### config.mk
export PLATFORM = sky130hd
export DESIGN_NAME = pbdo_div
export DESIGN_NICKNAME = d
export VERILOG_FILES = /design/src/rtl/pbdo_pkg.sv /design/src/rtl/pbdo_div.sv
export SDC_FILE = /design/constraint.sdc
export NUM_CORES = 1
export LEC_CHECK = 0
export BUFFER_PORTS_ARGS = -buffer_cell sky130_fd_sc_hd__buf_2
export CAP_MARGIN = 30
export CORE_AREA = 2 2 155 157
export DETAILED_ROUTE_END_ITERATION = 10
export DIE_AREA = 0 0 157 159
export MAX_ROUTING_LAYER = met4
export PLACE_DENSITY_LB_ADDON = 0.05
export SYNTH_ARGS = -nofsm -noshare
export SYNTH_HDL_FRONTEND = slang
export SYNTH_SLANG_ARGS = --single-unit
### constraint.sdc
create_clock -name clk -period 5.2 [get_ports clk]
set_clock_uncertainty 0.05 [all_clocks]
set_input_delay 0.52 -clock clk [delete_from_list [all_inputs] [get_ports clk]]
set_output_delay 0.52 -clock clk [all_outputs]
set_load 0.02 [all_outputs]
### src/rtl/pbdo_pkg.sv
package pbdo_pkg;

  localparam int COORD_BITS = 20;
  localparam int MAX_BINS_X = 64;
  localparam int MAX_BINS_Y = 64;
  localparam int BX_W       = $clog2(MAX_BINS_X);
  localparam int BY_W       = $clog2(MAX_BINS_Y);
  localparam int NBINS      = MAX_BINS_X * MAX_BINS_Y;
  localparam int ADDR_W     = BX_W + BY_W;

  localparam int FREE_W  = 25;
  localparam int USE_W   = 32;
  localparam int AREA_W  = 48;
  localparam int TU_W    = 18;
  localparam int BIN_W   = 13;
  localparam int NB_W    = 7;
  localparam int CNT_W   = 13;
  localparam int EDGE_W  = COORD_BITS + 2;
  localparam int SPAN_W  = BIN_W;
  localparam int PROD_W  = 2 * BIN_W;
  localparam int FT_W    = FREE_W + TU_W;
  localparam int CROSS_W = USE_W + FREE_W;
  localparam int SUM_W   = 61;
  localparam int K_W     = PROD_W + TU_W;
  localparam int KLO_W   = K_W / 2;
  localparam int PP_W    = 32 + KLO_W;
  localparam int P_W     = SUM_W + K_W;
  localparam int DEN_W   = AREA_W + 9;
  localparam int RCT_W   = 2 * COORD_BITS;
  localparam int S_W     = 24;

  localparam int PEN_DIVISOR = 400;

  localparam int CFG_IDX_W  = 3;
  localparam int CFG_DATA_W = 20;

  localparam logic [5:0] DIV_Q32 = 6'd32;
  localparam logic [5:0] DIV_Q24 = 6'd24;

  localparam logic [FREE_W-1:0] FREE_MAX = '1;

  typedef enum logic [1:0] {
    OP_CLEAR   = 2'd0,
    OP_FIXED   = 2'd1,
    OP_MOVABLE = 2'd2,
    OP_REPORT  = 2'd3
  } op_t;

  typedef enum logic [CFG_IDX_W-1:0] {
    CFG_CORE_LEFT   = 3'd0,
    CFG_CORE_BOTTOM = 3'd1,
    CFG_CORE_RIGHT  = 3'd2,
    CFG_CORE_TOP    = 3'd3,
    CFG_BIN_WIDTH   = 3'd4,
    CFG_BIN_HEIGHT  = 3'd5,
    CFG_BINS_X      = 3'd6,
    CFG_BINS_Y      = 3'd7
  } cfg_idx_t;

  typedef enum logic [3:0] {
    ST_IDLE,
    ST_BIN_RD,
    ST_BIN_MUL,
    ST_BIN_WR,
    ST_FIN_MX,
    ST_MX_WAIT,
    ST_FIN_RT,
    ST_RT_WAIT,
    ST_PEN_P,
    ST_PEN_DIV,
    ST_PEN_WAIT,
    ST_PEN_SQ,
    ST_OUT
  } st_t;

  typedef struct packed {
    op_t                   kind;
    logic [COORD_BITS-1:0] x0;
    logic [COORD_BITS-1:0] y0;
    logic [COORD_BITS:0]   x1;
    logic [COORD_BITS:0]   y1;
    logic [RCT_W-1:0]      area;
    logic                  outside;
    logic [TU_W-1:0]       tu;
  } cmd_t;

  typedef struct packed {
    logic        start;
    logic [63:0] hi;
    logic [31:0] lo;
    logic [63:0] den;
    logic [5:0]  cnt;
  } div_req_t;

  typedef struct packed {
    logic        done;
    logic [31:0] quot;
  } div_rsp_t;

endpackage

### src/rtl/pbdo_div.sv
module pbdo_div import pbdo_pkg::*; (
  input  logic     clk,
  input  logic     rst_n,
  input  div_req_t req,
  output div_rsp_t rsp
);
  logic        run_r, done_r;
  logic [5:0]  cnt_r;
  logic [63:0] rem_r, den_r;
  logic [31:0] lo_r, q_r;
  logic [64:0] rem2;
  logic        ge;

  // one quotient bit per cycle, remainder kept below the divisor
  assign rem2 = {rem_r, lo_r[31]};
  assign ge   = (rem2 >= {1'b0, den_r});

  always_ff @(posedge clk) begin
    if (!rst_n) begin
      run_r  <= 1'b0;
      done_r <= 1'b0;
      cnt_r  <= 6'd0;
    end else begin
      done_r <= 1'b0;
      if (req.start) begin
        run_r <= 1'b1;
        cnt_r <= req.cnt;
      end else if (run_r) begin
        cnt_r <= cnt_r - 6'd1;
        if (cnt_r == 6'd1) begin
          run_r  <= 1'b0;
          done_r <= 1'b1;
        end
      end
    end
  end

  always_ff @(posedge clk) begin
    if (req.start) begin
      rem_r <= req.hi;
      lo_r  <= req.lo;
      den_r <= req.den;
      q_r   <= 32'd0;
    end else if (run_r) begin
      rem_r <= ge ? 64'(rem2 - {1'b0, den_r}) : rem2[63:0];
      q_r   <= {q_r[30:0], ge};
      lo_r  <= {lo_r[30:0], 1'b0};
    end
  end

  assign rsp.done = done_r;
  assign rsp.quot = q_r;
endmodule

; ---- Word level (Yosys, flattened, before mapping)
; Cells that the tools add are included.
; Widths: inputs -> output; s select.
[op_classes]
order_cmp = 1
mux = 11
eq_ne = 1
n_bitwise = 2
add_sub_neg = 2
reduce_logical = 2
[op_table]
columns = operator, n
row1 = $mux 64, 3
row2 = $ge 65x64->1, 1
row3 = $mux 32, 2
row4 = $sub 64x64->64, 1
row5 = $mux 6, 2
row6 = $eq 6x1->1 const B, 1
row7 = $sub 6x1->6 const B, 1
row8 = $mux 1, 4
row9 = $reduce_or 3->1, 1
row10 = $not 1->1, 2
row11 = $reduce_bool 2->1, 1
[totals]
wordCells = 26
out_inout_bits = 33
reg_bits = 200

; ---- Logic depth before layout (Yosys ltp)
; Gate-level depths: netlist of the first run.
[logic_depth]
word_depth = 4
depth_mapped = 16

; ---- Worst setup path before layout of the first run
; No wires, ideal clock.
[synth_path]
path_type = reg2reg
from = reg rem_r[0]
to = reg rem_r[60] (data pin)
path_buffers = 0
path_stages_with_launch = 12
slack_ps = 1995
arrival_ps = 2899
required_time_ps = 4894
period_less_slack_ps = 3205
path_cell_list = edfxtp_1 -> ha_1 -> nor2b_1 -> o2111ai_2 -> a2111oi_4 -> o211ai_2 -> a31oi_2 -> o21ai_2 -> a21oi_4 -> nor2_2 -> or4b_1 -> and4_1
[synth_via]
elab_chain_cells = 4
word_cells_on_any_way = 5
classes_between = 1 x add/sub / 1 x order compare / 3 x mux
[synth_lines]
columns = element, line
row1 = start: declaration, pbdo_div.sv:9  ; logic [63:0] rem_r, den_r;
row2 = start signal: assignment, pbdo_div.sv:40  ; rem_r <= req.hi;
row3 = start signal: assignment, pbdo_div.sv:45  ; rem_r <= ge ? 64'(rem2 - {1'b0, den_r}) : rem2[63:0];
row4 = $sub 64x64->64 / $ge 65x64->1 (equally long branches), "pbdo_div.sv:45, pbdo_div.sv:16"
row5 = $mux 64 (*), pbdo_div.sv:45
row6 = $mux 64 (*), pbdo_div.sv:44  ; end else if (run_r) begin
row7 = $mux 64 (*), pbdo_div.sv:39  ; if (req.start) begin
; Every way passes the cells marked *; elsewhere a longest branch is shown, timed or not. The select of a mux whose other input is x is not followed.
; A chain may end at the register's enable or synchronous reset.

; ---- Worst setup path in the final report of the first run
[layout_path]
from = reg rem_r[34]
to = reg rem_r[1] (data pin)
[layout_via]
elab_chain_cells = 4
[layout_lines]
columns = element, line
row1 = $ge 65x64->1, pbdo_div.sv:16  ; assign ge = (rem2 >= {1'b0, den_r});
row2 = $mux 64, pbdo_div.sv:45
row3 = $mux 64, pbdo_div.sv:44
row4 = $mux 64, pbdo_div.sv:39
; Every way passes these cells. The select of a mux whose other input is x is not followed.

==> results of run 1 <==
## cell type report
class	count	area (µm²)
Antenna cell	4	10.0
Clock buffer	18	429
Clock inverter	14	183
Fill cell	2040	9060
Inverter	89	334
Multi-Input combinational cell	908	6070
Sequential cell	200	5610
Tap cell	319	399
Timing Repair Buffer	211	1100
## final timing paths
| check | to | slack [ns] | depth (start not counted) |
|---|---|---|---|
| setup reg to reg | rem_r[1] | 0.74 | 12 |
| hold reg to reg | q_r[31] | 0.45 | 2 |
| hold / removal | den_r[52] | 0.19 | 1 |
| setup / recovery | rem_r[1] | 0.74 | 12 |
## power breakdown
group / leakage (nW) / internal [mW] / total [mW] / switching, mW
registers: 1.91 / 2.02 / 2.13 / 0.118
clock network: 0.293 / 0.658 / 1.36 / 0.702
logic: 3.80 / 1.02 / 2.55 / 1.53
## layout by cell type, fill, tap and decap left out, types with 19 or more instances in the layout
| cell | count |
|---|---|
| nor3_1 | 24 |
| nor2_1 | 110 |
| dfxtp_1 | 39 |
| xnor2_1 | 45 |
| a31oi_1 | 42 |
| buf_2 | 200 |
| mux2i_1 | 34 |
| a21o_1 | 34 |
| edfxtp_1 | 160 |
| nand3_1 | 19 |
| o21ai_0 | 46 |
| mux2_2 | 37 |
| nand4_1 | 24 |
| a21oi_1 | 93 |
| ha_1 | 66 |
| inv_1 | 88 |
| nand2_1 | 150 |
## routing by layer
layer | GRT usage | part of all wire | vias up
li1 | - | - | 4923
met1 | 0.362 | 0.48 | 4683
met2 | 0.383 | 0.43 | 308
met3 | 0.0582 | 0.074 | 30
met4 | 0.0688 | 0.017 | 0
met5 | - | 0 | -
## kinds of logic after synthesis
family                     count (synthesis)  synth area share
DFF                                      200             0.454
muxes                                     71            0.0613
xor gates and xnor gates                  60            0.0425
buffers and inverters                    164            0.0552
and+or+nand+nor                          400             0.150
adders and majority gates                 67            0.0685
AOI/OAI and AO/OA                        310             0.168
## flip-flops by register name, summed over array words and instances, names as in the netlist
| signal | cells |
|---|---|
| cnt_r | 6 |
| den_r | 64 |
| done_r | 1 |
| lo_r | 32 |
| q_r | 32 |
| rem_r | 64 |
| run_r | 1 |
## critical path, delay by kind of cell (launching register included)
| kind | cells | cell delay [ns] |
|---|---|---|
| compound gates | 5 | 0.94 |
| fa+ha+maj | 1 | 0.43 |
| buf+inv | 1 | 0.49 |
| flops | 1 | 0.46 |
| mux | 1 | 0.28 |
| simple gates | 4 | 1.51 |
==> impl_metrics.ini, run 1 <==
[status]
status = finished clean

[timing]
setup_violations = 0
rsz0062_at_grt = no
drv_slew = 0
min_period_over_period = 0.857
slew_headroom = 0.319
hold-worst-slack_ns = 0.191
post-route-min-period_ns = 4.46
fin_ws_ns = 0.743
clock.fmax_mhz = 224
hold_viol_final = 0
tightest_slew_ns = 1.02
finalSetupTns_ns = 0

[clocking]
cts_resized = 0
cts_max_level = 4
clk_latency_ns = 0.45
cts.sinks = 200
postCtsSetupBuffers = 0
hold_buffers = 0
cts_made_buffers = 17
clock-root-buffer = clkbuf_16
cts_tree = built
path_clk_slew_ns = 0.08
cts_buffer_depth = 2

[die]
die_h_um = 159
rows = 56
die_area_um2 = 25000
ios = 202
die_w_um = 157
initial_core_util = 0.533
core-area_um2 = 23200

[synth]
synth_nets = 1508
synth_area_leader_cell = edfxtp_1
yosys_warnings = 0
synth.most_common_cell = edfxtp_1
synth_cell_types = 69
async_flop_share = 0
yosys-top-cells-count = 160 x edfxtp_1, 150 x nand2_1, 110 x nor2_1, 93 x a21oi_1, 89 x inv_1
synth-seq-cells = 200
yosysTopAreaCellShare = 0.389
netlist_area_um2 = 12400
syn_inst = 1272
synth_edf_count = 160
postSynthAreaPerCell_um2 = 9.71
yosys-top-cells-area = edfxtp_1 39%, ha_1 6.7%, dfxtp_1 6.5%, nand2_1 4.6%, a21oi_1 3.8%
synth_seq_area_share = 0.454
synthFlopType = edfxtp_1

[finish]
final_cells = 1763
design_area_um2 = 14100
fin_nets = 1663
fin_util = 0.610
syn_to_final_growth_pct = 14.4
drive_gt1_frac = 0.210

[grt]
grt_pass1_wl_um = 50100
grt_usage = 0.259
antenna_found_initial = 3
grt_pass1_vias = 9760
grt-ovfl-total = 0
grt_max_degree = 75

[detailed_routing]
drt_iter0_drc = 666
final_antenna_net_count = 0
wl_um = 31400
avgViaCountPerCell = 5.64
vias = 9944
first_pass_iters = 5
post_drt_wl_per_cell_um = 17.8
route.detailed.drc = 0

[worst_setup_path]
worst_path_max_delay_cell = nor2_4
end_kind = flip-flop
crit_chain = ha_1 -> nand2_1 -> o21ai_0 -> a21oi_1 -> o221a_1 -> nor2b_1 -> nor3_1 -> a21oi_4 -> nor2_4 -> buf_4 -> mux2i_1 -> o21ai_0
cp_common_cell = o21ai_0
crit_required_ns = 5.31
start_kind = flip-flop
startpoint = rem_r[34]
cp_max_fo = 31
r2r-start = rem_r[34]
max_stage_delay_ns = 0.74
cp.arrival_ns = 4.57
worst-setup-path-type = flip-flop to flip-flop

[place]
placement.io_buffers = 201
placed_cell_area_um2 = 13500
place_congestion = 0.955
pre_cts_ws_ns = 0.744
dp.cells = 1727
hpwl_um = 23000

[pwr]
power.total_mw = 6.05
powerDensity_nw_per_um2 = 428
vdd_drop_max_mv = 0.223
cellLeakagePower_nw = 6.01

[run]
cap_violations = 0

[hold_path]
worstHoldPathType = primary input to flip-flop
min_from = req[58]
Note: power is estimated with default switching activity, not from simulation.
==> run 2, diff against run 1 <==
--- a/config.mk
+++ b/config.mk
@@ -10,8 +10,10 @@
 export CORE_AREA = 2 2 155 157
 export DETAILED_ROUTE_END_ITERATION = 10
 export DIE_AREA = 0 0 157 159
+export GPL_ROUTABILITY_DRIVEN = 0
 export MAX_ROUTING_LAYER = met4
 export PLACE_DENSITY_LB_ADDON = 0.05
+export REMOVE_ABC_BUFFERS = 1
 export SYNTH_ARGS = -nofsm -noshare
 export SYNTH_HDL_FRONTEND = slang
 export SYNTH_SLANG_ARGS = --single-unit
==> impl_metrics.ini, run 2 (synthesis results as in run 1) <==
[status]
status = finished clean

[detailed_routing]
first_pass_iters = 5
vias = 9977
route.detailed.drc = 0
post_drt_wl_per_cell_um = 17.2
avgViaCountPerCell = 5.65
top_layer = met4
drt_iter0_drc = 680
wl_um = 30300
drt-met1-wl_um = 14100
dr_wl_met3_um = 2080
final_antenna_net_count = 0
route.met2.wl_um = 13700

[timing]
rsz0062_at_grt = no
min_period_over_period = 0.802
fin_ws_ns = 1.03
hold_viol_final = 0
slew_headroom = 0.453
drv_slew = 0
clock.fmax_mhz = 240
tightest_slew_ns = 0.821
finalSetupTns_ns = 0
post-route-min-period_ns = 4.17
setup_violations = 0

[clocking]
cts_resized = 0
clock-root-buffer = clkbuf_16
postCtsSetupBuffers = 0
cts_buffer_depth = 2
path_clk_slew_ns = 0.09
cts_tree = built
hold_buffers = 0
cts_max_level = 4
clk_latency_ns = 0.46
cts_made_buffers = 17
cts.sinks = 200

[finish]
final_common_cell = buf_2
syn_to_final_growth_pct = 15.1
fin_nets = 1665
final_cell_mix = 200 x buf_2, 160 x edfxtp_1, 150 x nand2_1
design_area_um2 = 14200
drive_gt1_frac = 0.212
fin_util = 0.613
reg_top3 = den_r x64, rem_r x64

[die]
die_h_um = 159
die_area_um2 = 25000
rows = 56
core-area_um2 = 23200
initial_core_util = 0.533
ios = 202
die_w_um = 157

[pwr]
p_sw_frac = 0.391
powerDensity_nw_per_um2 = 431
pwr-share-comb = 0.415
p_int_mw = 3.73
power_switching_mw = 2.40
cellLeakagePower_nw = 6.05
vdd_drop_max_mv = 0.209
clkPwrFrac = 0.239
power_frac_seq = 0.346

[grt]
antenna_found_initial = 4
grt_max_degree = 66
grt_pass1_wl_um = 48500
grt-ovfl-total = 0
grt_pass1_vias = 9739
grt_usage = 0.250

[worst_setup_path]
cp_max_fo = 39
worst_path_max_delay_cell = or2_2
cp.arrival_ns = 4.30
crit_chain = ha_1 -> nor2b_1 -> o2111ai_2 -> a2111oi_4 -> o211ai_2 -> a31oi_2 -> o21ai_2 -> a21oi_4 -> or2_2 -> buf_4 -> mux2i_1 -> o21ai_0
cp_top_family = compound AO/OA/AOI/OAI gates
start_kind = flip-flop
path_buf_inv = 1
reg2reg_slack_ns = 1.03
end_kind = flip-flop
crit_required_ns = 5.33
max_stage_delay_ns = 0.73
worst-setup-path-type = flip-flop to flip-flop

[hold_path]
worstHoldPathType = primary input to flip-flop

[run]
cap_violations = 0

[place]
placement.io_buffers = 201
placed_cell_area_um2 = 13600
pre_cts_ws_ns = 1.09
hpwl_um = 22400
## run 2: final cells by class
class / instances / area, µm²
clock buffers: 17 / 425
fillers: 2057 / 8970
multi-input cells: 908 / 6070
repair buffers: 213 / 1130
diodes: 4 / 10.0
clock inverters: 15 / 231
flip-flops and latches: 200 / 5610
well taps: 319 / 399
inverters: 89 / 335
## run 2: final timing paths
check / cells past startpoint / start / to
setup / recovery: 12 / rem_r[0] / rem_r[48]
hold / removal: 1 / req[16] / den_r[10]
hold reg to reg: 2 / q_r[31] / q_r[31]
setup reg to reg: 12 / rem_r[0] / rem_r[48]
## run 2: stage by stage
stage	hold WS, ns	power [mW]	instances
finish	0.177	6.13	1765
global placement	0.422	4.64	1727
detailed placement	0.433	4.66	1729
floorplan	0.462	4.01	1197
CTS	0.165	6.14	1761
global route	0.159	6.51	1765
## run 2: metal layers
layer / track usage / up-vias
met1: 0.338 / 4698
met3: 0.0569 / 31
met5: - / -
met4: 0.0596 / 0
li1: - / 4916
met2: 0.383 / 332
## run 2: power groups by stage
stage	clock network (mW)	logic [mW]	registers [mW]
6_report	1.47	2.54	2.12
5_1_grt	1.55	2.81	2.15
3_3_place_gp	0	2.48	2.16
3_5_place_dp	0	2.51	2.15
4_1_cts	1.50	2.52	2.12
2_1_floorplan	0	1.88	2.13
## run 2: worst register-to-register path, stage by stage, from the launching register on
cell	delay, ns
edfxtp_1	0.46
ha_1	0.33
nor2b_1	0.20
o2111ai_2	0.20
a2111oi_4	0.45
o211ai_2	0.18
a31oi_2	0.26
o21ai_2	0.11
a21oi_4	0.30
or2_2	0.73
buf_4	0.34
mux2i_1	0.20
o21ai_0	0.08
==> run 3, diff against run 2 <==
--- a/config.mk
+++ b/config.mk
@@ -5,11 +5,12 @@
 export SDC_FILE = /design/constraint.sdc
 export NUM_CORES = 1
 export LEC_CHECK = 0
+export ABC_AREA = 1
 export BUFFER_PORTS_ARGS = -buffer_cell sky130_fd_sc_hd__buf_2
 export CAP_MARGIN = 30
-export CORE_AREA = 2 2 155 157
+export CORE_AREA = 2 2 169 171
 export DETAILED_ROUTE_END_ITERATION = 10
-export DIE_AREA = 0 0 157 159
+export DIE_AREA = 0 0 171 173
 export GPL_ROUTABILITY_DRIVEN = 0
 export MAX_ROUTING_LAYER = met4
 export PLACE_DENSITY_LB_ADDON = 0.05
==> constraint.sdc (replaced) <==
create_clock -name clk -period 4.2 [get_ports clk]
set_clock_uncertainty 0.05 [all_clocks]
set_input_delay 0.42 -clock clk [delete_from_list [all_inputs] [get_ports clk]]
set_output_delay 0.42 -clock clk [all_outputs]
set_load 0.02 [all_outputs]
==> impl_metrics.ini, run 3 <==
[status]
status = finished clean

[die]
initial_core_util = 0.535
rows = 61
die_h_um = 173
core-area_um2 = 27600
die_area_um2 = 29600
die_w_um = 171
ios = 202

[worst_setup_path]
startpoint = rem_r[52]
worst_path_max_delay_cell = nand2_2
crit_chain = ha_1 -> nand2_1 -> nor2_1 -> nand2_1 -> inv_2 -> nand3_1 -> a21oi_1 -> nor2_4 -> nand2_2 -> buf_4 -> nand3_1 -> nand3_1 -> nand2_1
cp.arrival_ns = 3.38
end_kind = flip-flop
cp_max_fo = 22
max_stage_delay_ns = 0.41
endpoint = rem_r[35]
crit_required_ns = 4.37
reg2reg_depth = 13
worst-setup-path-type = flip-flop to flip-flop
reg2reg_slack_ns = 0.99
start_kind = flip-flop
r2r-end = rem_r[35]
r2r-start = rem_r[52]

[synth]
synthAdderAreaFrac = 0.0572
async_flop_share = 0
synthSimpleGateAreaFrac = 0.370
syn_inst = 2172
yosys-top-cells-count = 880 x nand2_1, 447 x inv_1, 160 x edfxtp_1, 143 x nand3_1, 105 x nor2_1
synth-seq-cells = 200
yosysTopAreaCellShare = 0.325
yosys_warnings = 0
synth_edf_count = 160
postSynthAreaPerCell_um2 = 6.80
synthFlopType = edfxtp_1
synth-compound-area-share = 0.0344
synth_area_leader_cell = edfxtp_1
yosys-top-cells-area = edfxtp_1 33%, nand2_1 22%, inv_1 11%, ha_1 5.6%, dfxtp_1 5.4%
synth_xor_xnor_area_share = 0.0184
netlist_area_um2 = 14800
synth_cell_types = 37
synth.most_common_cell = nand2_1
synth_seq_area_share = 0.379
muxShareOfSynthArea = 0
synth_top_family_by_area = simple AND/OR/NAND/NOR gates

[place]
pre_cts_ws_ns = 1.05
hpwl_um = 30700
placement.io_buffers = 201

[grt]
grt_pass1_wl_um = 64400
grtUsageMet2 = 0.421
grt_usage = 0.283
grt_max_degree = 77
grt_pass1_vias = 12900
top_usage_layer = met2
use_met3 = 0.0563
antenna_found_initial = 0
grtUsageMet1 = 0.389
grt-ovfl-total = 0

[timing]
hold_viol_final = 0
fin_ws_ns = 0.988
tightest_slew_ns = 0.773
rsz0062_at_grt = no
clock.fmax_mhz = 311
min_period_over_period = 0.765
post-route-min-period_ns = 3.21
hold-worst-slack_ns = 0.0571
finalSetupTns_ns = 0
slew_headroom = 0.484
drv_slew = 0
setup_violations = 0

[finish]
fin_util = 0.602
final_common_cell = nand2_1
reg_top3 = den_r x64, rem_r x64
n_antenna_cell = 0
final_cell_mix = 880 x nand2_1, 447 x inv_1, 200 x buf_2
drive_gt1_frac = 0.131
syn_to_final_growth_pct = 12.6
fill_cells = 2765
fin_nets = 2590

[pwr]
vdd_drop_max_mv = 0.321
powerDensity_nw_per_um2 = 466
cellLeakagePower_nw = 9.07

[detailed_routing]
vias = 13600
final_antenna_net_count = 0
first_pass_iters = 5
avgViaCountPerCell = 4.96
route.detailed.drc = 0
drt_iter0_drc = 1132
post_drt_wl_per_cell_um = 14.6
wl_um = 40000

[clocking]
path_clk_slew_ns = 0.10
clock-root-buffer = clkbuf_16
cts_tree = built
postCtsSetupBuffers = 0
cts_made_buffers = 17
hold_buffers = 0
cts_max_level = 4
cts.sinks = 200
cts_buffer_depth = 2
cts_resized = 0
clk_latency_ns = 0.48

[hold_path]
worstHoldPathType = primary input to flip-flop
holdPathStages = 1
min_from = req[8]

[run]
cap_violations = 0
run 3: cell count changes after synthesis, sizes merged, moves of 37 or more:
cell,change
inv,+369
a21oi,-49
nand3b,+62
a31oi,-43
o21ai,-38
nand3,+145
mux2,-37
nand2,+742
run 3: critical path, delay by kind of cell (launching register included):
kind                     cells  cell delay, ns
flip-flops                   1            0.40
buffers and inverters        2            0.47
AND/OR/NAND/NOR              9            1.38
AO/OA/AOI/OAI                1            0.24
adder cells (fa/ha/maj)      1            0.39
run 3: where the power goes:
group | internal [mW] | switching [mW]
sequential | 2.45 | 0.105
combinational | 1.18 | 2.28
clock | 0.848 | 0.898
run 3: how the worst min path moves through the flow:
stage,to
4_1_cts,den_r[2]
6_report,den_r[2]
3_3_place_gp,q_r[31]
2_1_floorplan,cnt_r[5]
5_1_grt,den_r[35]
3_5_place_dp,q_r[31]
run 3: stage by stage:
| step | std cells | cell area [µm²] | total power, mW |
|---|---|---|---|
| floorplan | 2122 | 14400 | 5.05 |
| CTS | 2745 | 16600 | 7.74 |
| finish | 2745 | 16600 | 7.75 |
| global placement | 2713 | 16000 | 5.94 |
| detailed placement | 2713 | 16000 | 5.98 |
| global route | 2745 | 16600 | 8.32 |
run 3: routing by layer:
| layer | routed length [µm] | part of all wire |
|---|---|---|
| met2 | 16900 | 0.42 |
| met3 | 3390 | 0.085 |
| met1 | 18700 | 0.47 |
| met5 | 0 | 0 |
| met4 | 1030 | 0.026 |
run 3: cell type report:
class | count | area [µm²] | share of cell area
multi-input combinational | 1462 | 7100 | 0.427
inverter | 460 | 1730 | 0.104
clock buffer | 19 | 454 | 0.0273
clock inverter | 13 | 169 | 0.0102
sequential | 200 | 5610 | 0.337
tap | 378 | 473 | 0.0284
timing repair buffer | 213 | 1100 | 0.0663
run 3: cell families after synthesis:
group,count (synthesis)
AND/OR/NAND/NOR,1272
buffers and inverters,510
flip-flops,200
AO/OA/AOI/OAI,92
adder cells (fa/ha/maj),67
XOR/XNOR,31
