<file path="src/rtl/pbdo_pkg.sv">
package pbdo_pkg;

  localparam int COORD_BITS = 20;
  localparam int MAX_BINS_X = 64;
  localparam int MAX_BINS_Y = 64;
  localparam int BX_W       = $clog2(MAX_BINS_X);
  localparam int BY_W       = $clog2(MAX_BINS_Y);
  localparam int NBINS      = MAX_BINS_X * MAX_BINS_Y;
  localparam int ADDR_W     = BX_W + BY_W;

  localparam int FREE_W  = 25;
  localparam int USE_W   = 32;
  localparam int AREA_W  = 48;
  localparam int TU_W    = 18;
  localparam int BIN_W   = 13;
  localparam int NB_W    = 7;
  localparam int CNT_W   = 13;
  localparam int EDGE_W  = COORD_BITS + 2;
  localparam int SPAN_W  = BIN_W;
  localparam int PROD_W  = 2 * BIN_W;
  localparam int FT_W    = FREE_W + TU_W;
  localparam int CROSS_W = USE_W + FREE_W;
  localparam int SUM_W   = 61;
  localparam int K_W     = PROD_W + TU_W;
  localparam int KLO_W   = K_W / 2;
  localparam int PP_W    = 32 + KLO_W;
  localparam int P_W     = SUM_W + K_W;
  localparam int DEN_W   = AREA_W + 9;
  localparam int RCT_W   = 2 * COORD_BITS;
  localparam int S_W     = 24;

  localparam int PEN_DIVISOR = 400;

  localparam int CFG_IDX_W  = 3;
  localparam int CFG_DATA_W = 20;

  localparam logic [5:0] DIV_Q32 = 6'd32;
  localparam logic [5:0] DIV_Q24 = 6'd24;

  localparam logic [FREE_W-1:0] FREE_MAX = '1;

  typedef enum logic [1:0] {
    OP_CLEAR   = 2'd0,
    OP_FIXED   = 2'd1,
    OP_MOVABLE = 2'd2,
    OP_REPORT  = 2'd3
  } op_t;

  typedef enum logic [CFG_IDX_W-1:0] {
    CFG_CORE_LEFT   = 3'd0,
    CFG_CORE_BOTTOM = 3'd1,
    CFG_CORE_RIGHT  = 3'd2,
    CFG_CORE_TOP    = 3'd3,
    CFG_BIN_WIDTH   = 3'd4,
    CFG_BIN_HEIGHT  = 3'd5,
    CFG_BINS_X      = 3'd6,
    CFG_BINS_Y      = 3'd7
  } cfg_idx_t;

  typedef enum logic [3:0] {
    ST_IDLE,
    ST_BIN_RD,
    ST_BIN_MUL,
    ST_BIN_WR,
    ST_FIN_MX,
    ST_MX_WAIT,
    ST_FIN_RT,
    ST_RT_WAIT,
    ST_PEN_P,
    ST_PEN_DIV,
    ST_PEN_WAIT,
    ST_PEN_SQ,
    ST_OUT
  } st_t;

  typedef struct packed {
    op_t                   kind;
    logic [COORD_BITS-1:0] x0;
    logic [COORD_BITS-1:0] y0;
    logic [COORD_BITS:0]   x1;
    logic [COORD_BITS:0]   y1;
    logic [RCT_W-1:0]      area;
    logic                  outside;
    logic [TU_W-1:0]       tu;
  } cmd_t;

  typedef struct packed {
    logic        start;
    logic [63:0] hi;
    logic [31:0] lo;
    logic [63:0] den;
    logic [5:0]  cnt;
  } div_req_t;

  typedef struct packed {
    logic        done;
    logic [31:0] quot;
  } div_rsp_t;

endpackage

</file>
<file path="src/rtl/pbdo_queue.sv">
module pbdo_queue import pbdo_pkg::*; (
  input  logic clk,
  input  logic rst_n,
  input  logic push_valid,
  output logic push_ready,
  input  cmd_t push_data,
  output logic pop_valid,
  input  logic pop_ready,
  output cmd_t pop_data
);
  cmd_t       ent_r [2];
  logic       wp_r, rp_r;
  logic [1:0] cnt_r;
  logic       do_push, do_pop;

  assign push_ready = (cnt_r != 2'd2);
  assign pop_valid  = (cnt_r != 2'd0);
  assign pop_data   = ent_r[rp_r];
  assign do_push    = push_valid && push_ready;
  assign do_pop     = pop_valid && pop_ready;

  always_ff @(posedge clk) begin
    if (!rst_n) begin
      wp_r  <= 1'b0;
      rp_r  <= 1'b0;
      cnt_r <= 2'd0;
    end else begin
      if (do_push) wp_r <= !wp_r;
      if (do_pop) rp_r <= !rp_r;
      if (do_push && !do_pop) cnt_r <= cnt_r + 2'd1;
      else if (do_pop && !do_push) cnt_r <= cnt_r - 2'd1;
    end
  end

  always_ff @(posedge clk) begin
    if (do_push) ent_r[wp_r] <= push_data;
  end
endmodule

</file>
<file path="config.mk">
export PLATFORM = sky130hd
export DESIGN_NAME = pbdo_queue
export DESIGN_NICKNAME = d
export VERILOG_FILES = /design/src/rtl/pbdo_pkg.sv /design/src/rtl/pbdo_queue.sv
export SDC_FILE = /design/constraint.sdc
export NUM_CORES = 1
export LEC_CHECK = 0
export BUFFER_PORTS_ARGS = -buffer_cell sky130_fd_sc_hd__buf_2
export CORE_UTILIZATION = 56
export CTS_CLUSTER_DIAMETER = 120
export CTS_CLUSTER_SIZE = 10
export DETAILED_ROUTE_END_ITERATION = 6
export HOLD_SLACK_MARGIN = 0.06
export PLACE_DENSITY = 0.84
export SLEW_MARGIN = 0
export SYNTH_ARGS = -nofsm -noshare
export SYNTH_HDL_FRONTEND = slang
export SYNTH_SLANG_ARGS = --single-unit
</file>
<file path="constraint.sdc">
create_clock -name clk -period 11.6 [get_ports clk]
set_input_delay 2.32 -clock clk [delete_from_list [all_inputs] [get_ports clk]]
set_output_delay 2.32 -clock clk [all_outputs]
set_load 0.005 [all_outputs]
</file>
Word-level counts from Yosys, hierarchy flattened
Memories as Yosys holds them, arrays and structs flattened. A register that Yosys moved wholly into a read port is not among the register bits.
Cells that the tools add are included.
{"block": "word_totals", "regBits": 4, "ramBits": 286, "in_bits": 147, "out_inout_bits": 145, "mem_count": 1}
{"memory": "ent_r", "words": 2, "word_bits": 143, "rd": 1, "rd_clocked_by_memory_dff": 1, "write_ports": 1, "line": "pbdo_queue.sv:11", "rtl": "cmd_t ent_r [2];"}
{"block": "op_classes", "addsub": 2, "eq_ne": 1, "muxes": 6, "n_reduce_logical": 10}
{"op": "1-bit logical AND", "n": 4}
{"op": "1-bit zero test", "n": 4}
{"op": "1-bit two-way mux", "n": 4}
{"op": "2-bit two-way mux", "n": 2}
{"op": "2-bit nonzero test", "n": 2}
{"op": "2-bit by 1-bit adder with 2-bit output, second input constant", "n": 1}
{"op": "2-bit inequality test, second input constant", "n": 1}
{"op": "2-bit by 1-bit subtractor with 2-bit output, second input constant", "n": 1}

Longest topological paths before layout
Gate-level depths: netlist of run 1.
{"block": "logic_depth", "ltp_word": 6, "ltp_mapped": 6, "mapped_depth_nobuf": 6}

Worst setup path after synthesis of run 1
No wires, ideal clock.
{"block": "synth_path", "kind": "input to register", "start": "input push_valid", "end": "memory ent_r[1][0] in the netlist's numbering, enable pin", "setup_time_ns": 0.520, "t_arrival_ns": 5.655, "path_slack_ns": 5.425, "stages": 1, "n_path_buf": 0, "path_cell_list": "and3_1"}
{"block": "synth_between", "elab_chain_cells": 3}
{"item": "start, declared", "line": "pbdo_queue.sv:4", "rtl": "input logic push_valid,"}
{"item": "1-bit logical AND", "line": "pbdo_queue.sv:19", "rtl": "assign do_push = push_valid && push_ready;"}
{"item": "1-bit two-way mux", "line": "pbdo_queue.sv:36", "rtl": "if (do_push) ent_r[wp_r] <= push_data;"}
{"item": "1-bit two-way mux (not written as such)", "line": "pbdo_queue.sv:36"}
{"item": "end, declared", "line": "pbdo_queue.sv:11"}
No other way between the ends.

==> out/results.txt, run 1 <==
The first TritonRoute pass finished after 4 iterations. The total routing usage reported by global routing came out at 0.209. The first routing iteration left 255 violations.

The ratio of final minimum period to clock period was 0.485; the number of distinct library cells after synthesis was 21. The tools report the launching element type of the critical path as a flip-flop. Sorting the synthesized cells by area gives the leading types as edfxtp_1 (79%), mux2_4 (9.7%), mux2_2 (7.6%). The critical path arrival was 3.31 ns. The tools report the endpoint type of the worst setup path as an output pin. The minimum period implied by the final worst setup slack works out to 5.63 ns. The Yosys step of the flow raised 0 warnings.

Via count of the first global-routing pass: 6,013. CTS placed an instance of clkbuf_16 at the clock tree root. For the worst-skew pair, the clock arrives at the later sink with an insertion delay of 0.50 ns. After detailed placement, the total cell area comes to 12,500 um^2. The signed area change from the synthesized netlist to the final layout was 24.4%. Total congestion overflow after global routing: 0. The run gives 0.192 as the headroom to the max-slew limit. TritonCTS built the clock tree. The logs give 0 for the number of instances resized during post-cts repair and 20,900 um for the final wirelength. The floorplan step set the die width to 141 um. The row count was 50.

The clock net in this run drives a total of 291 sinks. For the routability-driven placement congestion ratio, the log shows 0.806. The class of the most critical hold timing path was flip-flop to flip-flop. The number of hold violations in the final report is 0, and the worst-case vdd ir drop is 237 uV. Max-cap violations in this run came to 0. The effective utilization at floorplan was 0.576; the peak fanout along the critical path was 79. The quantity of I/O buffers inserted on ports came out at 291. By instance count, the leading cell after synthesis is edfxtp_1. The final layout contains 932 nets. The proportion of layout cells with a drive suffix above 1 is 0.608. The share of async-settable or async-resettable flops after synthesis came out at 0. The number of flops mapped to enable cells by yosys is 286. The synthesized area per cell came out at 23.1 um^2. Static timing analysis puts the maximum clock frequency at 0.178 GHz. The analysis attributes to cell leakage a power of 5.17 nW. The wire-length estimate of the detail-placed layout is 13,600 um. The run gives 1,055 as the final instance count without filler cells.

The first global-routing pass estimated 31,100 um of wire. For the setup TNS, the log shows 0 ns. The commonest cells after synthesis are edfxtp_1 (286), mux2_2 (73), mux2_4 (70).

Synthesis produced a netlist whose cell count is 469. In this run, synthesis produced a sequential element count of 291. The largest total area in the synthesized netlist belongs to edfxtp_1. Setup repair after global routing left no endpoint under its margin.

The sequential share of the synthesized area is 0.801, and the endpoint required time on the critical path is 9.28 ns. The run gives 18,800 um^2 as the floorplan core area. Category of the critical setup timing path: flip-flop to output pin. For this run, the slowest stage of the critical path takes 1.07 ns.

The number of placed instances, taps included, is 1,007. The slowest cell on the critical path is dfxtp_4. Using the TritonRoute via totals, the vias-per-cell ratio works out to 5.25. Setup violations remaining at the end of the flow were counted as 0. The clock transition time at the flip-flop clock pins of the worst setup and hold paths was 0.05 ns; the remaining antenna violation count after routing was 0.

The number of antenna violations at the first check in global routing is 2. In this run the post-CTS setup repair buffer count came out at 0. For this run, design rule violations remaining after detail routing come to 0.

For the final database, setup skew stands at 0.0230 ns. The total via count in the routed design was 5,544; the largest buffer count on any clock path was 3. Walking the worst path, the cells encountered are buf_4 -> mux2_2 -> buf_2.

The transition time at the pin with the least slew margin was 1.21 ns; the power density of the placed cells was 219 nW/um^2. The number of max-slew violations in the final report was 0. I/O pin count: 292. The total standard cell area after synthesis is 10,800 um^2. The tools report the summed area of non-filler cells in the final layout as 13,500 um^2. The hold-fix buffer count after cts was 0. The run finished with clean final reports. The floorplan step defined a die boundary enclosing 19,900 um^2. In this run the number of H-tree levels came out at 2. The net count after synthesis is 617. Entering global routing, the biggest net connects 80 pins. The die is 141 um tall. The number of CTS-inserted buffers is 35, and the routed wire length per instance is 19.8 um.

The fraction of synthesized cell area taken by the top area cell type was 0.792. In the synthesized netlist the dominant register cell turns out to be edfxtp_1.
layer usage:
metal  GRT usage  wire, um
met4      0.0898       656
met5           0         0
met3      0.0639      1730
met1       0.248      8070
met2       0.356     10500
worst paths after layout:
check                                endpoint  slack [ns]  depth (start not counted)  startpoint
worst max-delay path            pop_data[134]        5.97                          3   flip-flop
worst min-delay path                 cnt_r[1]        0.60                          2    cnt_r[1]
worst max register to register   ent_r[1][62]        8.70                          3    cnt_r[0]
worst min register to register       cnt_r[1]        0.60                          2    cnt_r[1]
worst max-delay path: cells and delay by family, from the launching register on:
family,cells,cell delay [ns]
flip-flops,1,1.07
buffers and inverters,2,1.12
multiplexers,1,0.43
report_power, final:
group | internal (mW) | total [mW] | leakage [nW] | switching (mW)
combinational | 0.354 | 0.638 | 1.99 | 0.284
sequential | 1.32 | 1.39 | 2.71 | 0.0749
clock | 0.558 | 0.926 | 0.468 | 0.368
metrics by stage:
step | util | hold slack [ns] | power, mW | setup slack (ns)
after floorplan | - | 0.512 | 1.81 | 5.42
after global placement | 0.665 | 0.527 | 2.02 | 6.54
after detailed placement | 0.665 | 0.582 | 2.05 | 6.50
after CTS | 0.716 | 0.587 | 2.99 | 5.95
after global routing | 0.716 | 0.641 | 3.08 | 5.83
final | 0.716 | 0.604 | 2.96 | 5.97
registers in the layout, summed over array words and instances, names as in the netlist, named ones only:
signal and count:
ent_r 286, cnt_r 2, rp_r 1, wp_r 1
cells in the final DEF (no fill, tap or decap), types with 2 or more instances in the layout:
| cell type | n |
|---|---|
| inv_6 | 3 |
| mux2_2 | 73 |
| diode_2 | 2 |
| mux2_4 | 70 |
| edfxtp_1 | 286 |
| dfxtp_1 | 4 |
| and2_1 | 4 |
| clkbuf_1 | 7 |
| clkbuf_16 | 36 |
| buf_4 | 3 |
| buf_2 | 291 |
| xnor2_1 | 2 |
final cells by class:
type | instances | area, um^2
diodes | 2 | 5.00
clock buffers | 43 | 927
clock inverters | 3 | 33.8
fillers | 1111 | 5340
inverters | 1 | 8.76
multi-input cells | 161 | 2020
flip-flops and latches | 291 | 8690
well taps | 260 | 325
repair buffers | 294 | 1480
cells by family (layout without fill, tap and decap cells):
family,count (synthesis),in the layout,synth area share
muxes,143,143,0.173
and+or+nand+nor,9,9,0.00600
AOI/OAI and AO/OA,5,5,0.00323
other,0,2,0
buffers and inverters,17,341,0.0129
xor gates and xnor gates,3,3,0.00242
adders and majority gates,1,1,0.00115
DFF,291,291,0.801
(Power assumes the default switching activity.)
==> run 2: changes to the inputs <==
--- a/config.mk
+++ b/config.mk
@@ -5,13 +5,14 @@
 export SDC_FILE = /design/constraint.sdc
 export NUM_CORES = 1
 export LEC_CHECK = 0
+export ABC_AREA = 1
 export BUFFER_PORTS_ARGS = -buffer_cell sky130_fd_sc_hd__buf_2
-export CORE_UTILIZATION = 56
+export CORE_UTILIZATION = 47
 export CTS_CLUSTER_DIAMETER = 120
 export CTS_CLUSTER_SIZE = 10
 export DETAILED_ROUTE_END_ITERATION = 6
 export HOLD_SLACK_MARGIN = 0.06
-export PLACE_DENSITY = 0.84
+export PLACE_DENSITY = 0.75
 export SLEW_MARGIN = 0
 export SYNTH_ARGS = -nofsm -noshare
 export SYNTH_HDL_FRONTEND = slang
==> constraint.sdc (replaced) <==
create_clock -name clk -period 4.5 [get_ports clk]
set_input_delay 0.9 -clock clk [delete_from_list [all_inputs] [get_ports clk]]
set_output_delay 0.9 -clock clk [all_outputs]
set_load 0.005 [all_outputs]
==> out/results.txt, run 2 <==
The register with the most flip-flops in the layout has 286 of them. TritonCTS built the clock tree. Between clock sinks in the finished design, the worst skew comes to 0.0121 ns. The logs give 5.23 nW for the leakage power summed over all cells and 2.22 ns for the critical path arrival. Counting every instance in the synthesized netlist gives 482. The proportion of layout cells with a drive suffix above 1 was 0.596; the endpoint required time on the critical path was 3.60 ns. Terminus of the critical flop-to-flop path: ent_r[1][104]. The routed wire length per instance works out to 17.3 um. The most used standard cell by instance count after synthesis is edfxtp_1.

The worst hold path begins at rp_r. The endpoint type of the worst setup path was an output pin. The number of max-capacitance violations reported was 0. Headroom to the max-slew limit: 0.314. Highest attainable clock frequency: 0.320 GHz.

The logs give 19,000 um for the final wirelength and 1,096 for the final instance count without filler cells. Across all hold checks on the routed design, the worst slack comes to 0.503 ns. The floorplan core area is 22,600 um^2.

Input and output buffers added on the ports amount to 291. The tools report the worst-case vdd ir drop as 422 uV. Launch point of the worst reg-to-reg path: cnt_r[0]. The number of distinct library cells after synthesis is 15. The tree is rooted in a clkbuf_16. The deepest level of the CTS H-tree came out at 2. The share of async-settable or async-resettable flops after synthesis came out at 0. The run gives 630 as the net count after synthesis. The flow ran to the end, and the final reports show no timing, DRC or antenna violations. In this run the deepest clock path goes through 3 buffers. The top cell types in the final layout, fill and taps aside, are buf_2 (291), edfxtp_1 (286), mux2_2 (73). For the row count, the log shows 55. Setup repair after global routing left no endpoint under its margin.

Summing over every cut layer, the via total after detailed routing is 5,385. The transition time at the pin with the least slew margin is 1.03 ns, and the number of buffers inserted to repair setup after CTS is 0. In the routed design, unresolved DRC markers number 0. The worst setup path is launched from a flip-flop.

Clock-pin slew was measured on the worst setup and hold paths at 0.05 ns. The die height came out at 154 um. The category of the critical setup timing path was flip-flop to output pin.

The final layout contains 949 nets. The number of antenna violations at the first check in global routing was 2. Setup slack on the worst reg-to-reg path comes out at 2.20 ns.

The sequential share of the synthesized area came out at 0.802. The largest registers in the layout are ent_r: 286 flops, cnt_r: 2 flops. The logs give 12,100 um for the post-DP HPWL and 0.738 for the routability-driven placement congestion ratio. The number of hold violations in the final report is 0, and the peak fanout along the critical path is 75.

The count of nets left with antenna violations once routing finished came out at 0. The hold-fix buffer count after cts was 0. The fraction of synthesized cell area taken by the top area cell type works out to 0.792.

Among all flip-flop cells after synthesis, the most frequent one is edfxtp_1. The run gives 0 as the number of instances resized during post-cts repair. The logs give 0 for the number of max-slew violations in the final report and 7.49 mW for the total design power.

From left edge to right edge, the die measures 154 um. In this run, synthesis produced a sequential element count of 291. The power density of the placed cells works out to 551 nW/um^2. The detailed router finished its first iteration with 220 violations.

Setup violations remaining at the end of the flow were counted as 0. Biggest cell delay along the critical path: 0.78 ns. The worst min-delay path endpoint is rp_r. Dividing the detail-routed via count by the number of cells gives 4.91.

For the final routed database, the setup TNS stands at 0 ns. The signed area change from the synthesized netlist to the final layout came out at 25.5%. Counting flops with a built-in enable in the synthesized netlist gives 286. The ratio of final minimum period to clock period came out at 0.694.

By count the netlist is led by edfxtp_1 (286), mux2_2 (73), mux2_4 (70). The total routing usage reported by global routing came out at 0.157. Ranked by total cell area, the synthesized netlist is headed by edfxtp_1 (79%), mux2_4 (9.7%), mux2_2 (7.6%).

Entering global routing, the biggest net connects 101 pins. CTS saw 291 sinks. The total standard cell area after synthesis is 10,800 um^2, and the effective utilization at floorplan is 0.479. For the worst-skew pair, the clock arrives at the later sink with an insertion delay of 0.48 ns. Most common library cell in the layout ignoring fill and taps: buf_2. During synthesis, Yosys emitted a total of 0 warnings. For the wire length of the first global-routing pass, the log shows 28,600 um. The largest area contributor in the synthesized netlist is edfxtp_1. The number of CTS-inserted buffers was 35. The I/O pin count was 292. The via count of the first global-routing pass is 5,508.

Register name with the most flops: ent_r. Global routing finished with a remaining overflow of 0. The cell count after placement is 1,049. For this design, the slowest cell found on the critical path is buf_4. The number of cells on the worst hold path works out to 2. The tools report the overall die area as 23,700 um^2. A synthesized cell averages 22.5 um^2. The minimum period implied by the final worst setup slack came out at 3.12 ns. The critical path goes through buf_4 -> mux2_2 -> buf_2. The class of the most critical hold timing path was flip-flop to flip-flop. The tools report the number of detailed-routing iterations run before antenna repair as 5. The number of cells on the worst reg-to-reg path is 5.
run 2: cell count changes in the layout (fill, tap and decap cells not counted), moves of 2 or more:
| cell | change |
|---|---|
| inv_6 | -2 |
| nor2_1 | +6 |
| nand2_1 | +9 |
| inv_1 | +8 |
| nor2_4 | +2 |
| and2_1 | -4 |
| xnor2_1 | -2 |
| buf_12 | +4 |
run 2: worst max-delay path by stage:
stage                     from            end  slack (ns)  cells after the start
detailed placement  push_valid  ent_r[1][119]        1.77                      4
CTS                  flip-flop  pop_data[140]        1.33                      3
global placement     flip-flop   pop_data[21]        1.85                      3
global route         flip-flop    pop_data[4]        1.25                      3
floorplan           push_valid    ent_r[0][0]       -0.67                      2
finish               flip-flop    pop_data[5]        1.38                      3
run 2: through the flow:
stage,utilization,area (um^2),worst slack [ns]
floorplan,-,10800,-0.673
global placement,0.558,12600,1.85
detailed placement,0.558,12600,1.77
CTS,0.601,13600,1.33
global route,0.601,13600,1.25
finish,0.601,13600,1.38
run 2: where the power goes:
group / internal (mW) / switching [mW] / leakage [nW] / total, mW
clock network: 1.46 / 0.926 / 0.469 / 2.39
registers: 3.43 / 0.0831 / 2.71 / 3.51
logic: 0.820 / 0.769 / 2.06 / 1.59
total: 5.71 / 1.78 / 5.23 / 7.49
run 2: kinds of logic after synthesis:
logic type / Yosys count / synth area share
simple gates: 19 / 0.00693
compound gates: 4 / 0.00208
buf+inv: 24 / 0.0154
fa+ha+maj: 1 / 0.00115
flops: 291 / 0.802
mux: 143 / 0.173
run 2: area by class of cell:
| type | instances | area, um^2 |
|---|---|---|
| multi-input cells | 167 | 2000 |
| repair buffers | 298 | 1560 |
| well taps | 285 | 357 |
| fillers | 1676 | 9040 |
| inverters | 8 | 30.0 |
| clock inverters | 1 | 8.76 |
| clock buffers | 44 | 952 |
| diodes | 2 | 5.00 |
| flip-flops and latches | 291 | 8690 |
run 2: critical path, delay by kind of cell, from the launching register on:
family,cells,cell delay (ns)
buffers and inverters,2,0.91
flip-flops,1,0.35
multiplexers,1,0.41
run 2: per-layer routing:
metal  vias to the layer above  global-route usage  wire length (um)
met5                         -                   0                 0
met4                         0              0.0562               389
met3                        34              0.0530              1470
met2                       204               0.270              9630
met1                      2608               0.184              7510
li1                       2539                   -                 -
==> run 3: changes to the inputs <==
--- a/config.mk
+++ b/config.mk
@@ -5,7 +5,7 @@
 export SDC_FILE = /design/constraint.sdc
 export NUM_CORES = 1
 export LEC_CHECK = 0
-export ABC_AREA = 1
+export ABC_AREA = 0
 export BUFFER_PORTS_ARGS = -buffer_cell sky130_fd_sc_hd__buf_2
 export CORE_UTILIZATION = 47
 export CTS_CLUSTER_DIAMETER = 120
==> constraint.sdc (replaced) <==
create_clock -name clk -period 2.6 [get_ports clk]
set_input_delay 0.52 -clock clk [delete_from_list [all_inputs] [get_ports clk]]
set_output_delay 0.52 -clock clk [all_outputs]
set_load 0.005 [all_outputs]
==> out/results.txt, run 3 (same netlist as run 1, synthesis figures left out) <==
After global routing the overflow that remains totals 0. The min-delay analysis places its worst path in the category input port to flip-flop. Entering global routing, the biggest net connects 66 pins.

The effective utilization at floorplan was 0.479. Most common library cell in the layout ignoring fill and taps: buf_2. The number of instances resized during post-cts repair is 0, and the peak fanout along the critical path is 64.

TritonCTS built the clock tree. The logs give 5.23 nW for the leakage power summed over all cells and 0 for the hold-fix buffer count after cts. Input and output buffers added on the ports amount to 291. After detailed placement, the total cell area comes to 12,700 um^2. At the end of routability-driven placement, the weighted congestion stood at 0.735. The run gives 292 as the I/O pin count. The logs give 13,300 um for the post-DP HPWL and 1.95 ns for the critical path arrival. The kind of cell with the highest combined delay along the critical path is flip-flops. Clock tree synthesis selected as its root buffer the cell clkbuf_16.

The logs give 0.604 for the core utilization of the finished layout and 0 for the count of unresolved DRC violations after routing. Proportion of layout cells with a drive suffix above 1: 0.612. The count of final setup violators is 0, and the number of detailed-routing iterations run before antenna repair is 4. The final wirelength came out at 19,900 um.

The minimum hold slack was 0.213 ns. Slowest cell on the critical path: dfxtp_4. For the via count of the first global-routing pass, the log shows 5,629. Endpoint type of the worst setup path: an output pin. The final route contains 5,484 vias. The clock transition time at the flip-flop clock pins of the worst setup and hold paths was 0.05 ns; the worst-case vdd ir drop was 593 uV.

The die is 154 um tall. The first routing iteration left 255 violations. The number of antenna violations at the first check in global routing was 5.

The register name with the most flops is ent_r. Counting the buffers created by CTS gives 35. Once detail routing completed, the nets flagged for antenna violations numbered 0.

Fill cells in the final layout number 1,668. Headroom to the max-slew limit: 0.609. The register with the most flip-flops in the layout has 286 of them.

The number of max-capacitance violations reported is 0. The final worst slack was 0.129 ns; the internal reg-to-reg setup slack was 0.83 ns. The via-per-instance ratio was 5.02; the maximum clock skew at final layout was 0.0136 ns. The signed area change from the synthesized netlist to the final layout works out to 26.2%.

The number of hold violations in the final report was 0. STA puts the critical path data required time at 2.08 ns. For the summed area of non-filler cells in the final layout, the log shows 13,700 um^2.

Ratio of final minimum period to clock period: 0.950. The number of buffer and inverter instances along the worst setup path is 2. The tools report the clock latency reported for the late side of the worst-skew pair as 0.49 ns. The run gives 0.166 as the total routing usage reported by global routing.

Power density of the placed cells: 963 nW/um^2. Launching element type of the critical path: a flip-flop. Row count: 55.

Setup repair after global routing left no endpoint under its margin. The largest single stage delay on the critical path is 0.50 ns. Largest buffer count on any clock path: 3. The run finished with clean final reports. The largest registers in the layout are ent_r: 286 flops, cnt_r: 2 flops. For this run, the top clock speed supported by timing is 0.405 GHz. The die covers 23,700 um^2. The number of buffers inserted to repair setup after CTS was 0; the final net count was 944. Counting every sink on the clock net gives 291.

The worst setup path is of the flip-flop to output pin kind. The tools report the number of max-slew violations in the final report as 0. Walking the worst path, the cells encountered are buf_12 -> mux2_2 -> buf_2. The run gives 22,600 um^2 as the floorplan core area. The first global-routing pass estimated 29,900 um of wire. In the final routed layout, each cell accounts on average for 18.2 um.

Measured along the x axis, the die boundary spans 154 um. The worst slack at placement is 0.644 ns, and the minimum period implied by the final worst setup slack is 2.47 ns. For the pin with the worst max-slew slack, the measured transition is 0.586 ns.

CTS built an H-tree with a depth of 2. In the layout the commonest cells are buf_2 (291), edfxtp_1 (286), mux2_2 (73).
==> run 3: changes by cell type in the layout (fill, tap and decap cells not counted), sizes merged, moves of 2 or more <==
cell / change
a21boi: +2
and2: +4
buf: +8
diode: +2
inv: -7
nand2: -9
nor2: -8
xnor2: +2
==> run 3: worst paths after layout <==
kind | startpoint | to | cells past startpoint
max | flip-flop | pop_data[42] | 3
min | push_data[54] | ent_r[0][54] | 1
max reg2reg | cnt_r[0] | ent_r[1][101] | 3
min reg2reg | cnt_r[1] | cnt_r[1] | 2
==> run 3: cell type report <==
cell class	count	area (um^2)	area share
Clock inverter	2	17.5	0.00128
Sequential cell	291	8690	0.636
Antenna cell	4	10.0	0.000732
Multi-Input combinational cell	161	2020	0.147
Inverter	1	7.51	0.000549
Clock buffer	43	906	0.0662
Timing Repair Buffer	306	1670	0.122
Tap cell	285	357	0.0261
==> run 3: worst register-to-register path, cell delays in order, from the launching register on <==
cell      delay, ns
dfxtp_1        0.41
nand2b_4       0.19
and3_4         0.47
buf_12         0.35
==> run 3: power breakdown <==
part | total [mW] | switching [mW] | internal (mW)
Combinational | 3.07 | 1.38 | 1.69
Clock | 4.05 | 1.63 | 2.42
Sequential | 6.05 | 0.183 | 5.87
Total | 13.2 | 3.19 | 9.97
==> run 3: per-layer routing <==
metal | GRT usage | vias up | routed length (um)
li1 | - | 2521 | -
met1 | 0.188 | 2683 | 7640
met2 | 0.281 | 232 | 9900
met3 | 0.0620 | 46 | 1740
met4 | 0.0705 | 2 | 582
met5 | 0 | - | 10
==> run 3: per-stage QoR <==
stage | std cells | power, mW | setup TNS [ns]
3_3_place_gp | 1044 | 9.20 | 0
6_report | 1093 | 13.2 | 0
3_5_place_dp | 1044 | 9.25 | 0
4_1_cts | 1089 | 13.3 | 0
5_1_grt | 1092 | 13.7 | 0
2_1_floorplan | 469 | 8.03 | -80.45
